$ cat src/hw/rtl/alr_pkg.sv
// Shared types and constants for the antialiased line rasterizer.
// No dependencies; every other file imports this package.
package alr_pkg;

	localparam int COORD_BITS = 12;
	localparam int COLOR_BITS = 24;
	localparam int ALPHA_BITS = 8;
	localparam logic [ALPHA_BITS-1:0] ALPHA_MAX = 8'd255;

	localparam logic OP_LOAD = 1'b0;
	localparam logic OP_STEP = 1'b1;

	typedef struct packed {
		logic                         op;
		logic signed [COORD_BITS-1:0] start_x;
		logic signed [COORD_BITS-1:0] start_y;
		logic signed [COORD_BITS-1:0] end_x;
		logic signed [COORD_BITS-1:0] end_y;
		logic [COLOR_BITS-1:0]        rgb;
	} alr_cmd_t;

	typedef struct packed {
		logic signed [COORD_BITS-1:0]     pixel_x;
		logic signed [COORD_BITS-1:0]     pixel_y;
		logic [ALPHA_BITS+COLOR_BITS-1:0] argb;
		logic                             last;
	} alr_pix_t;

	typedef struct packed {
		logic latch;
		logic order;
		logic div_step;
		logic div_done;
		logic emit0;
		logic emit1;
	} alr_ctl_t;

	typedef struct packed {
		logic active;
		logic out_free;
	} alr_sts_t;

endpackage

$ cat src/hw/rtl/alr_datapath.sv
// Datapath: line setup, restoring slope divider, column stepper and output register.
// Depends on alr_pkg; driven by alr_controller through alr_ctl_t.
module alr_datapath import alr_pkg::*; #(
	parameter int FRAC_BITS = 16
) (
	input  logic     clk,
	input  logic     arst_n,
	input  alr_cmd_t cmd,
	input  alr_ctl_t ctl,
	output alr_sts_t sts,
	output logic     pix_valid,
	input  logic     pix_ready,
	output alr_pix_t pix
);
	localparam int ACC_BITS = COORD_BITS + FRAC_BITS;
	localparam int SLOPE_BITS = ACC_BITS + 1;
	localparam int PROD_BITS = FRAC_BITS + 1 + ALPHA_BITS;

	logic signed [COORD_BITS-1:0] a_maj_q, a_min_q, b_maj_q, b_min_q;
	logic                         steep_q;
	logic [COLOR_BITS-1:0]        color_q;
	logic [COORD_BITS-1:0]        cur_q, end_q;
	logic [ACC_BITS-1:0]          acc_q;
	logic [SLOPE_BITS-1:0]        slope_q;
	logic [COORD_BITS:0]          rem_q;
	logic [COORD_BITS-1:0]        dx_q;
	logic [FRAC_BITS:0]           quo_q;
	logic                         neg_q, zero_q, active_q;
	alr_pix_t                     pix_q;
	logic                         pix_valid_q;

	logic signed [COORD_BITS:0]   dxr, dyr, dxo, dyo;
	logic [COORD_BITS:0]          adx, ady, ady_o;
	logic                         steep, swap;
	logic signed [COORD_BITS-1:0] bmaj, bmin, emaj, emin;
	logic                         ge;
	logic [COORD_BITS:0]          diff;
	logic [FRAC_BITS:0]           quo_next;
	logic [SLOPE_BITS-1:0]        mag;
	logic [FRAC_BITS-1:0]         frac;
	logic [FRAC_BITS:0]           inv;
	logic [PROD_BITS-1:0]         prod0, prod1;
	logic [COORD_BITS-1:0]        m0, m1;
	logic                         fin;
	alr_pix_t                     p0, p1;

	always_comb begin
		dxr = (COORD_BITS+1)'(cmd.end_x) - (COORD_BITS+1)'(cmd.start_x);
		dyr = (COORD_BITS+1)'(cmd.end_y) - (COORD_BITS+1)'(cmd.start_y);
		adx = dxr[COORD_BITS] ? (COORD_BITS+1)'(-dxr) : dxr;
		ady = dyr[COORD_BITS] ? (COORD_BITS+1)'(-dyr) : dyr;
		steep = ady > adx;

		swap = a_maj_q > b_maj_q;
		bmaj = swap ? b_maj_q : a_maj_q;
		bmin = swap ? b_min_q : a_min_q;
		emaj = swap ? a_maj_q : b_maj_q;
		emin = swap ? a_min_q : b_min_q;
		dxo = (COORD_BITS+1)'(emaj) - (COORD_BITS+1)'(bmaj);
		dyo = (COORD_BITS+1)'(emin) - (COORD_BITS+1)'(bmin);
		ady_o = dyo[COORD_BITS] ? (COORD_BITS+1)'(-dyo) : dyo;

		ge = rem_q >= {1'b0, dx_q};
		diff = ge ? rem_q - {1'b0, dx_q} : rem_q;
		quo_next = {quo_q[FRAC_BITS-1:0], ge};
		mag = SLOPE_BITS'(quo_next);

		frac = acc_q[FRAC_BITS-1:0];
		inv = (FRAC_BITS+1)'(1) << FRAC_BITS;
		inv = inv - {1'b0, frac};
		prod0 = PROD_BITS'(inv) * PROD_BITS'(ALPHA_MAX);
		prod1 = PROD_BITS'(frac) * PROD_BITS'(ALPHA_MAX);
		m0 = acc_q[ACC_BITS-1:FRAC_BITS];
		m1 = m0 + COORD_BITS'(1);
		fin = cur_q == end_q;

		p0.pixel_x = steep_q ? m0 : cur_q;
		p0.pixel_y = steep_q ? cur_q : m0;
		p0.argb = {prod0[FRAC_BITS+ALPHA_BITS-1:FRAC_BITS], color_q};
		p0.last = 1'b0;
		p1.pixel_x = steep_q ? m1 : cur_q;
		p1.pixel_y = steep_q ? cur_q : m1;
		p1.argb = {prod1[FRAC_BITS+ALPHA_BITS-1:FRAC_BITS], color_q};
		p1.last = fin;
	end

	always_ff @(posedge clk or negedge arst_n) begin
		if (!arst_n) begin
			active_q <= 1'b0;
			pix_valid_q <= 1'b0;
			steep_q <= 1'b0;
			color_q <= '0;
			cur_q <= '0;
			end_q <= '0;
			acc_q <= '0;
			slope_q <= '0;
		end else begin
			if (ctl.latch) begin
				steep_q <= steep;
				color_q <= cmd.rgb;
			end
			if (ctl.order) begin
				cur_q <= bmaj;
				end_q <= emaj;
				acc_q <= {bmin, {FRAC_BITS{1'b0}}};
				active_q <= 1'b1;
			end
			if (ctl.div_done) begin
				if (zero_q) begin
					slope_q <= SLOPE_BITS'(1) << FRAC_BITS;
				end else if (neg_q) begin
					slope_q <= SLOPE_BITS'(-mag);
				end else begin
					slope_q <= mag;
				end
			end
			if (ctl.emit1) begin
				if (fin) begin
					active_q <= 1'b0;
				end else begin
					cur_q <= cur_q + COORD_BITS'(1);
					acc_q <= acc_q + slope_q[ACC_BITS-1:0];
				end
			end
			if (ctl.emit0 || ctl.emit1) begin
				pix_valid_q <= 1'b1;
			end else if (pix_ready) begin
				pix_valid_q <= 1'b0;
			end
		end
	end

	always_ff @(posedge clk) begin
		if (ctl.latch) begin
			a_maj_q <= steep ? cmd.start_y : cmd.start_x;
			a_min_q <= steep ? cmd.start_x : cmd.start_y;
			b_maj_q <= steep ? cmd.end_y : cmd.end_x;
			b_min_q <= steep ? cmd.end_x : cmd.end_y;
		end
		if (ctl.order) begin
			dx_q <= dxo[COORD_BITS-1:0];
			rem_q <= ady_o;
			neg_q <= dyo[COORD_BITS];
			zero_q <= dxo == '0;
			quo_q <= '0;
		end
		if (ctl.div_step) begin
			rem_q <= {diff[COORD_BITS-1:0], 1'b0};
			quo_q <= quo_next;
		end
		if (ctl.emit0) begin
			pix_q <= p0;
		end else if (ctl.emit1) begin
			pix_q <= p1;
		end
	end

	assign sts.active = active_q;
	assign sts.out_free = !pix_valid_q || pix_ready;
	assign pix_valid = pix_valid_q;
	assign pix = pix_q;

endmodule

$ cat src/hw/rtl/alr_controller.sv
// Controller state machine: sequences load setup, slope division and pixel emission.
// Depends on alr_pkg; drives alr_datapath through alr_ctl_t.
module alr_controller import alr_pkg::*; #(
	parameter int FRAC_BITS = 16
) (
	input  logic     clk,
	input  logic     arst_n,
	input  logic     cmd_valid,
	input  logic     cmd_op,
	output logic     cmd_ready,
	input  alr_sts_t sts,
	output alr_ctl_t ctl
);
	localparam int CNT_BITS = $clog2(FRAC_BITS + 1);

	typedef enum logic [1:0] {
		ST_IDLE,
		ST_SETUP,
		ST_DIV,
		ST_PIX1
	} state_t;

	state_t              state_q;
	logic [CNT_BITS-1:0] cnt_q;
	logic                accept;

	assign cmd_ready = (state_q == ST_IDLE) && sts.out_free;
	assign accept = cmd_valid && cmd_ready;

	always_comb begin
		ctl = '0;
		case (state_q)
			ST_IDLE: begin
				ctl.latch = accept && (cmd_op == OP_LOAD);
				ctl.emit0 = accept && (cmd_op == OP_STEP) && sts.active;
			end
			ST_SETUP: begin
				ctl.order = 1'b1;
			end
			ST_DIV: begin
				ctl.div_step = 1'b1;
				ctl.div_done = cnt_q == '0;
			end
			ST_PIX1: begin
				ctl.emit1 = sts.out_free;
			end
			default: begin
				ctl = '0;
			end
		endcase
	end

	always_ff @(posedge clk or negedge arst_n) begin
		if (!arst_n) begin
			state_q <= ST_IDLE;
			cnt_q <= '0;
		end else begin
			case (state_q)
				ST_IDLE: begin
					if (ctl.latch) begin
						state_q <= ST_SETUP;
					end else if (ctl.emit0) begin
						state_q <= ST_PIX1;
					end
				end
				ST_SETUP: begin
					cnt_q <= CNT_BITS'(FRAC_BITS);
					state_q <= ST_DIV;
				end
				ST_DIV: begin
					if (cnt_q == '0) begin
						state_q <= ST_IDLE;
					end else begin
						cnt_q <= cnt_q - CNT_BITS'(1);
					end
				end
				ST_PIX1: begin
					if (sts.out_free) begin
						state_q <= ST_IDLE;
					end
				end
				default: begin
					state_q <= ST_IDLE;
				end
			endcase
		end
	end

endmodule

$ cat src/hw/rtl/antialiased_line_rasterizer.sv
// Top level of the antialiased line rasterizer: controller plus datapath.
// Depends on alr_pkg, alr_controller and alr_datapath.
//
//   port   direction  payload     beat
//   cmd    in         alr_cmd_t   load a line or step one column
//   pix    out        alr_pix_t   one pixel with alpha and color
//
// A step beat of an active line gives two pixel beats; the next cmd beat waits until both are issued.
// A load beat runs the line setup, then the one-bit-per-cycle slope divider, before the next cmd beat is taken.
// A step with no active line is taken and gives nothing; the controller stays idle.
// Reset clears the controller and the active flag; no line is loaded after it.
// A stalled pix port holds the pixel and stops new cmd beats.
module antialiased_line_rasterizer import alr_pkg::*; #(
	parameter int FRAC_BITS = 16
) (
	input  logic     clk,
	input  logic     arst_n,
	input  logic     cmd_valid,
	output logic     cmd_ready,
	input  alr_cmd_t cmd,
	output logic     pix_valid,
	input  logic     pix_ready,
	output alr_pix_t pix
);
	alr_ctl_t ctl;
	alr_sts_t sts;

	alr_controller #(
		.FRAC_BITS(FRAC_BITS)
	) u_ctrl (
		.clk      (clk),
		.arst_n   (arst_n),
		.cmd_valid(cmd_valid),
		.cmd_op   (cmd.op),
		.cmd_ready(cmd_ready),
		.sts      (sts),
		.ctl      (ctl)
	);

	alr_datapath #(
		.FRAC_BITS(FRAC_BITS)
	) u_dp (
		.clk      (clk),
		.arst_n   (arst_n),
		.cmd      (cmd),
		.ctl      (ctl),
		.sts      (sts),
		.pix_valid(pix_valid),
		.pix_ready(pix_ready),
		.pix      (pix)
	);

endmodule

$ cat config.mk
export PLATFORM = sky130hd
export DESIGN_NAME = antialiased_line_rasterizer
export DESIGN_NICKNAME = d
export VERILOG_FILES = /design/src/hw/rtl/alr_pkg.sv /design/src/hw/rtl/alr_datapath.sv /design/src/hw/rtl/alr_controller.sv /design/src/hw/rtl/antialiased_line_rasterizer.sv
export SDC_FILE = /design/constraint.sdc
export NUM_CORES = 1
export LEC_CHECK = 0
export BUFFER_PORTS_ARGS = -buffer_cell sky130_fd_sc_hd__buf_2
export CORE_MARGIN = 2
export CORE_UTILIZATION = 55
export CTS_BUF_LIST = sky130_fd_sc_hd__clkbuf_16
export DETAILED_ROUTE_END_ITERATION = 16
export HOLD_SLACK_MARGIN = 0.15
export PLACE_DENSITY = 0.77
export SLEW_MARGIN = 20
export SYNTH_ARGS = -nofsm -noshare
export SYNTH_HDL_FRONTEND = slang
export SYNTH_SLANG_ARGS = --single-unit
$ cat constraint.sdc
create_clock -name clk -period 8.11 [get_ports clk]
set_input_delay 1.622 -clock clk [delete_from_list [all_inputs] [get_ports clk]]
set_output_delay 1.622 -clock clk [all_outputs]
set_load 0.02 [all_outputs]
==> flow_summary.toml, run 1 <==
[logic_synthesis]
synth-edff-count = 146
yosys_most_used_dff = "edfxtp_1"
syn_nets = 2830
ys_types = 75
ys_warn_count = 0
synth_cells = 2409
seq_area_frac_synth_pct = 31.6
ys_seq_elements = 262
syn_area_um2 = 23000
ys_async_sr_fraction_pct = 43.5
avgSynthCellArea_um2 = 9.56

[detailed_routing]
viasPerCell = 5.83
dr.first_iter.drc_count = 1318
drc = 0
drt_pass1_iterations = 6
wl_per_cell_um = 18.6
vias = 17948
drtAntennaViolNets = 0
wirelength_mm = 57.2

[outcome]
status = "complete, no violations"

[die]
die_y_um = 209
io_pins = 136
coreArea_um2 = 41100
die_w_um = 209
row_count = 74
initial_core_util_pct = 56.0
dieArea_um2 = 43500

[final_layout]
drive_gt1_share_pct = 11.0
fill_cells = 3429
regArea_um2 = 7280
diodes = 0
final_core_util_pct = 61.4
multiInputGateArea_um2 = 14300
final_cells = 3076
nets = 2941
area_growth_pct = 9.65

[timing]
hold_viol = 0
fin_skew_ns = 0.0141
tns_ns = 0
tightest_slew_ns = 0.963
fin_crit_ns = 7.35
fmax_mhz = 136
slew_headroom_pct = 33.9
setup_viol = 0
finalMaxSlewViolations = 0
holdWs_ns = 0.485
fin_crit_sh_pct = 90.6
rsz0062_at_grt = "no"

[critical_path]
critPathMaxStageDelay_ns = 0.60
cp.arrival_ns = 7.65
cp.required_ns = 8.42
worst_setup_path_end_kind = "register"
slowest_stage = "xnor2_1"
startpoint_type = "register"
criticalPathCategory = "register to register"
crit_fanout = 6

[clock_network]
clockBufferDepth = 3
clock_latency_ns = 0.57
cts_hold_buf = 0
clock-sinks = 262
cts_buffers = 30
cts_tree = "done"
ctsResizeCount = 0
post_cts_buffers = 0
cts_root_buf = "clkbuf_16"
cts.htree.levels = 1
clkTransAtPathRegs_ns = 0.06

[global_routing]
gr-total-overflow = 0
grt.total_usage_pct = 26.7
grt_pass1_vias = 18282
antenna_found_initial = 0
grt_first_pass_wirelength_mm = 94.5
grt_max_degree = 74

[placement]
port_buffers = 135
place_inst = 3020
hpwl_mm = 45.0
gp_congestion = 0.975

[worst_hold_path]
min_path_type = "register to register"

[job]
maxCapViolCount = 0
cell type report:
cell class	instances	share of cell area [%]
clock inverters	25	0.887
flip-flops and latches	262	28.8
multi-input cells	1761	56.7
well taps	532	2.64
repair buffers	151	3.21
inverters	314	4.67
clock buffers	31	3.07
Yosys cell counts (37+ instances only):
cell | number | area share, %
a21o_1 | 37 | 1.2
nor2b_1 | 53 | 1.4
nand2_1 | 164 | 2.7
xnor2_1 | 103 | 3.9
inv_1 | 313 | 5.1
nand3_1 | 58 | 1.3
o21ai_0 | 107 | 2.3
xor2_1 | 66 | 2.5
and2_1 | 52 | 1.4
mux2_2 | 50 | 2.4
dfrtp_1 | 114 | 12
nor2_1 | 162 | 2.6
edfxtp_1 | 146 | 19
ha_1 | 201 | 11
clkbuf_1 | 55 | 0.90
fa_1 | 143 | 12
a21oi_1 | 131 | 2.8
worst max-delay path, delay by kind of cell (launching register included):
| family | cells | cell delay (ns) |
|---|---|---|
| adders and majority gates | 6 | 2.58 |
| AOI/OAI and AO/OA | 9 | 1.57 |
| and+or+nand+nor | 5 | 1.27 |
| xor gates and xnor gates | 2 | 0.69 |
| buffers and inverters | 4 | 0.49 |
| DFF | 1 | 0.47 |
worst paths after layout:
check                                              from                      endpoint  slack (ns)  cells past startpoint
setup reg to reg                u_dp.acc_q[1]$_DFF_PN0_        u_dp.pix[32]$_DFFE_PP_        0.76                     26
setup / recovery                u_dp.acc_q[1]$_DFF_PN0_        u_dp.pix[32]$_DFFE_PP_        0.76                     26
hold / removal             u_dp.slope_q[17]$_DFFE_PN0P_  u_dp.slope_q[17]$_DFFE_PN0P_        0.49                      1
min in group asynchronous                        arst_n   u_dp.color_q[9]$_DFFE_PN0P_        1.13                      1
hold reg to reg            u_dp.slope_q[17]$_DFFE_PN0P_  u_dp.slope_q[17]$_DFFE_PN0P_        0.49                      1
max in group asynchronous                        arst_n  u_dp.slope_q[17]$_DFFE_PN0P_        5.67                      2
state kept, by name, summed over array words and instances (netlist names), 2 cells and up:
name / cells
u_dp.pix: 57
u_dp.cur_q: 12
u_dp.quo_q: 16
u_dp.rem_q: 13
u_dp.color_q: 24
u_dp.a_min_q: 12
u_ctrl.cnt_q: 5
u_dp.end_q: 12
u_ctrl.state_q: 2
u_dp.slope_q: 28
u_dp.dx_q: 12
u_dp.b_maj_q: 12
u_dp.b_min_q: 12
u_dp.a_maj_q: 12
u_dp.acc_q: 28
through the flow:
stage | instance area (um2) | setup WS (ns)
2_1_floorplan | 23000 | 1.01
6_report | 25200 | 0.764
5_1_grt | 25200 | 0.185
3_5_place_dp | 24200 | 0.745
4_1_cts | 25200 | 0.729
3_3_place_gp | 24200 | 0.954
logic make-up (layout without fill, tap and decap cells):
family | Yosys count | after routing | share of synthesized area, %
simple gates | 669 | 669 | 14.4
buf+inv | 386 | 521 | 6.37
fa+ha+maj | 344 | 344 | 23.4
xor+xnor | 169 | 169 | 6.43
mux | 85 | 85 | 3.97
flops | 262 | 262 | 31.6
compound gates | 494 | 494 | 13.8
cell usage in the layout (no fill, tap or decap), types with 7 or more instances in the layout:
cell type / count
o21bai_1: 11
nand4_1: 20
mux2_2: 50
buf_2: 134
edfxtp_1: 146
o22ai_1: 20
nor2_1: 160
mux2i_1: 35
or3_1: 20
o31ai_1: 19
nand2_1: 164
o211ai_1: 24
clkinv_2: 8
nor4_1: 15
dfrtp_1: 113
ha_1: 200
or2_2: 7
nand2b_1: 34
a21o_1: 37
o21a_1: 19
and3_1: 18
a21oi_1: 131
buf_4: 16
or4_1: 10
clkbuf_16: 31
nor3_1: 36
a31oi_1: 35
inv_1: 315
clkinv_1: 7
xor2_1: 66
and2_1: 52
o21ai_0: 107
a211oi_1: 17
xnor2_1: 103
fa_1: 143
nand3_1: 58
nor2b_1: 52
a311oi_1: 7
metal layers:
layer	GRT usage (%)	vias up	wire, um
met5	0	-	0
met4	11.5	0	2610
met3	2.78	141	2470
met2	48.7	529	29400
li1	-	8562	-
met1	32.2	8716	22700
Power of run 1 is not shown: default switching activity piles up to over one toggle a cycle in this logic, so the estimate is an artifact.
==> run 2, diff against run 1 <==
- CTS_BUF_LIST: sky130_fd_sc_hd__clkbuf_16 -> not set
==> flow_summary.toml, run 2 (synthesis results as in run 1) <==
[die]
row_count = 74
io_pins = 136
die_y_um = 209
initial_core_util_pct = 56.0
die_w_um = 209
coreArea_um2 = 41100
dieArea_um2 = 43500

[final_layout]
diodes = 0
nets = 2941
drive_gt1_share_pct = 11.1
final_core_util_pct = 61.5
largest_register_ffs = 57
layout_common_cells = "inv_1, ha_1, nand2_1"
final_common_cell = "inv_1"
area_growth_pct = 9.74

[clock_network]
cts_root_buf = "clkbuf_16"
cts_hold_buf = 0
ctsResizeCount = 0
clockBufferDepth = 3
cts_buffers = 30
cts_tree = "done"
clkTransAtPathRegs_ns = 0.06
post_cts_buffers = 0
clock-sinks = 262
cts.htree.levels = 1
clock_latency_ns = 0.57

[detailed_routing]
wirelength_mm = 57.3
viasPerCell = 5.83
wl_per_cell_um = 18.6
drc = 0
vias = 17945
drtAntennaViolNets = 0
drt_pass1_iterations = 6
dr.first_iter.drc_count = 1414

[timing]
fin_ws_ns = 0.761
finalMaxSlewViolations = 0
rsz0062_at_grt = "no"
fmax_mhz = 136
tightest_slew_ns = 0.940
fin_skew_ns = 0.0153
slew_headroom_pct = 35.6
tns_ns = 0
setup_viol = 0
fin_crit_ns = 7.35
hold_viol = 0
fin_crit_sh_pct = 90.6

[global_routing]
grt_first_pass_wirelength_mm = 94.5
grt_pass1_vias = 18289
grt.total_usage_pct = 26.8
grt_max_degree = 74
antenna_found_initial = 0
gr-total-overflow = 0

[critical_path]
cp.required_ns = 8.42
worst_setup_path_end_kind = "register"
cp.arrival_ns = 7.66
startpoint_type = "register"
criticalPathCategory = "register to register"
crit_fanout = 6

[placement]
port_buffers = 135
dp_slack_ns = 0.745
gp_congestion = 0.975
hpwl_mm = 45.0

[job]
maxCapViolCount = 0

[outcome]
status = "complete, no violations"

[worst_hold_path]
min_path_type = "register to register"
-- run 2: cell types whose count changed in the layout (fill, tap and decap cells not counted) --
cell,delta
clkbuf_8,+2
clkinv_1,-2
clkbuf_1,+3
inv_1,-3
-- run 2: layout make-up --
type                            count  area, um2
Fill cell                        3421      15800
Multi-Input combinational cell   1761      14300
Sequential cell                   262       7280
Inverter                          314       1180
Clock buffer                       36        815
Timing Repair Buffer              151        811
Tap cell                          532        666
Clock inverter                     20        205
-- run 2: per-stage QoR --
| stage | cells | cell area, um2 | hold WS, ns |
|---|---|---|---|
| 2_1_floorplan | 2409 | 23000 | 0.455 |
| 3_3_place_gp | 3020 | 24200 | 0.467 |
| 3_5_place_dp | 3020 | 24200 | 0.474 |
| 4_1_cts | 3076 | 25300 | 0.487 |
| 5_1_grt | 3076 | 25300 | 0.507 |
| 6_report | 3076 | 25300 | 0.489 |
-- run 2: critical path: stages, from the launching register on --
cell       delay (ns)
dfrtp_1          0.47
inv_1            0.23
ha_1             0.17
nor2b_1          0.25
and3_1           0.29
nand2_1          0.09
xnor2_1          0.60
inv_1            0.17
fa_1             0.59
fa_1             0.48
fa_1             0.51
inv_1            0.05
fa_1             0.52
inv_1            0.04
ha_1             0.30
a21o_1           0.18
a21o_1           0.17
a21oi_1          0.17
o21ai_0          0.12
and2_1           0.18
o221ai_1         0.21
a21oi_1          0.14
or4_1            0.47
a31o_2           0.28
a21oi_1          0.18
xnor2_1          0.09
o2bb2ai_1        0.12
-- run 2: path summary, 6_finish.rpt --
| check | startpoint | endpoint | slack (ns) | cells after the start |
|---|---|---|---|---|
| min reg2reg | u_dp.slope_q[17]$_DFFE_PN0P_ | u_dp.slope_q[17]$_DFFE_PN0P_ | 0.49 | 1 |
| max in group asynchronous | arst_n | u_dp.slope_q[17]$_DFFE_PN0P_ | 5.67 | 2 |
| max | u_dp.acc_q[1]$_DFF_PN0_ | u_dp.pix[32]$_DFFE_PP_ | 0.76 | 26 |
| min | u_dp.slope_q[17]$_DFFE_PN0P_ | u_dp.slope_q[17]$_DFFE_PN0P_ | 0.49 | 1 |
| max reg2reg | u_dp.acc_q[1]$_DFF_PN0_ | u_dp.pix[32]$_DFFE_PP_ | 0.76 | 26 |
| min in group asynchronous | arst_n | u_dp.color_q[9]$_DFFE_PN0P_ | 1.13 | 1 |
-- run 2: metal layers --
| layer | track usage [%] | routed length, um | vias to the layer above |
|---|---|---|---|
| met3 | 2.78 | 2600 | 142 |
| met1 | 32.2 | 22600 | 8681 |
| met4 | 11.5 | 2610 | 0 |
| li1 | - | - | 8563 |
| met2 | 48.8 | 29400 | 559 |
| met5 | 0 | 0 | - |
Power of run 2 is left out for the same reason.
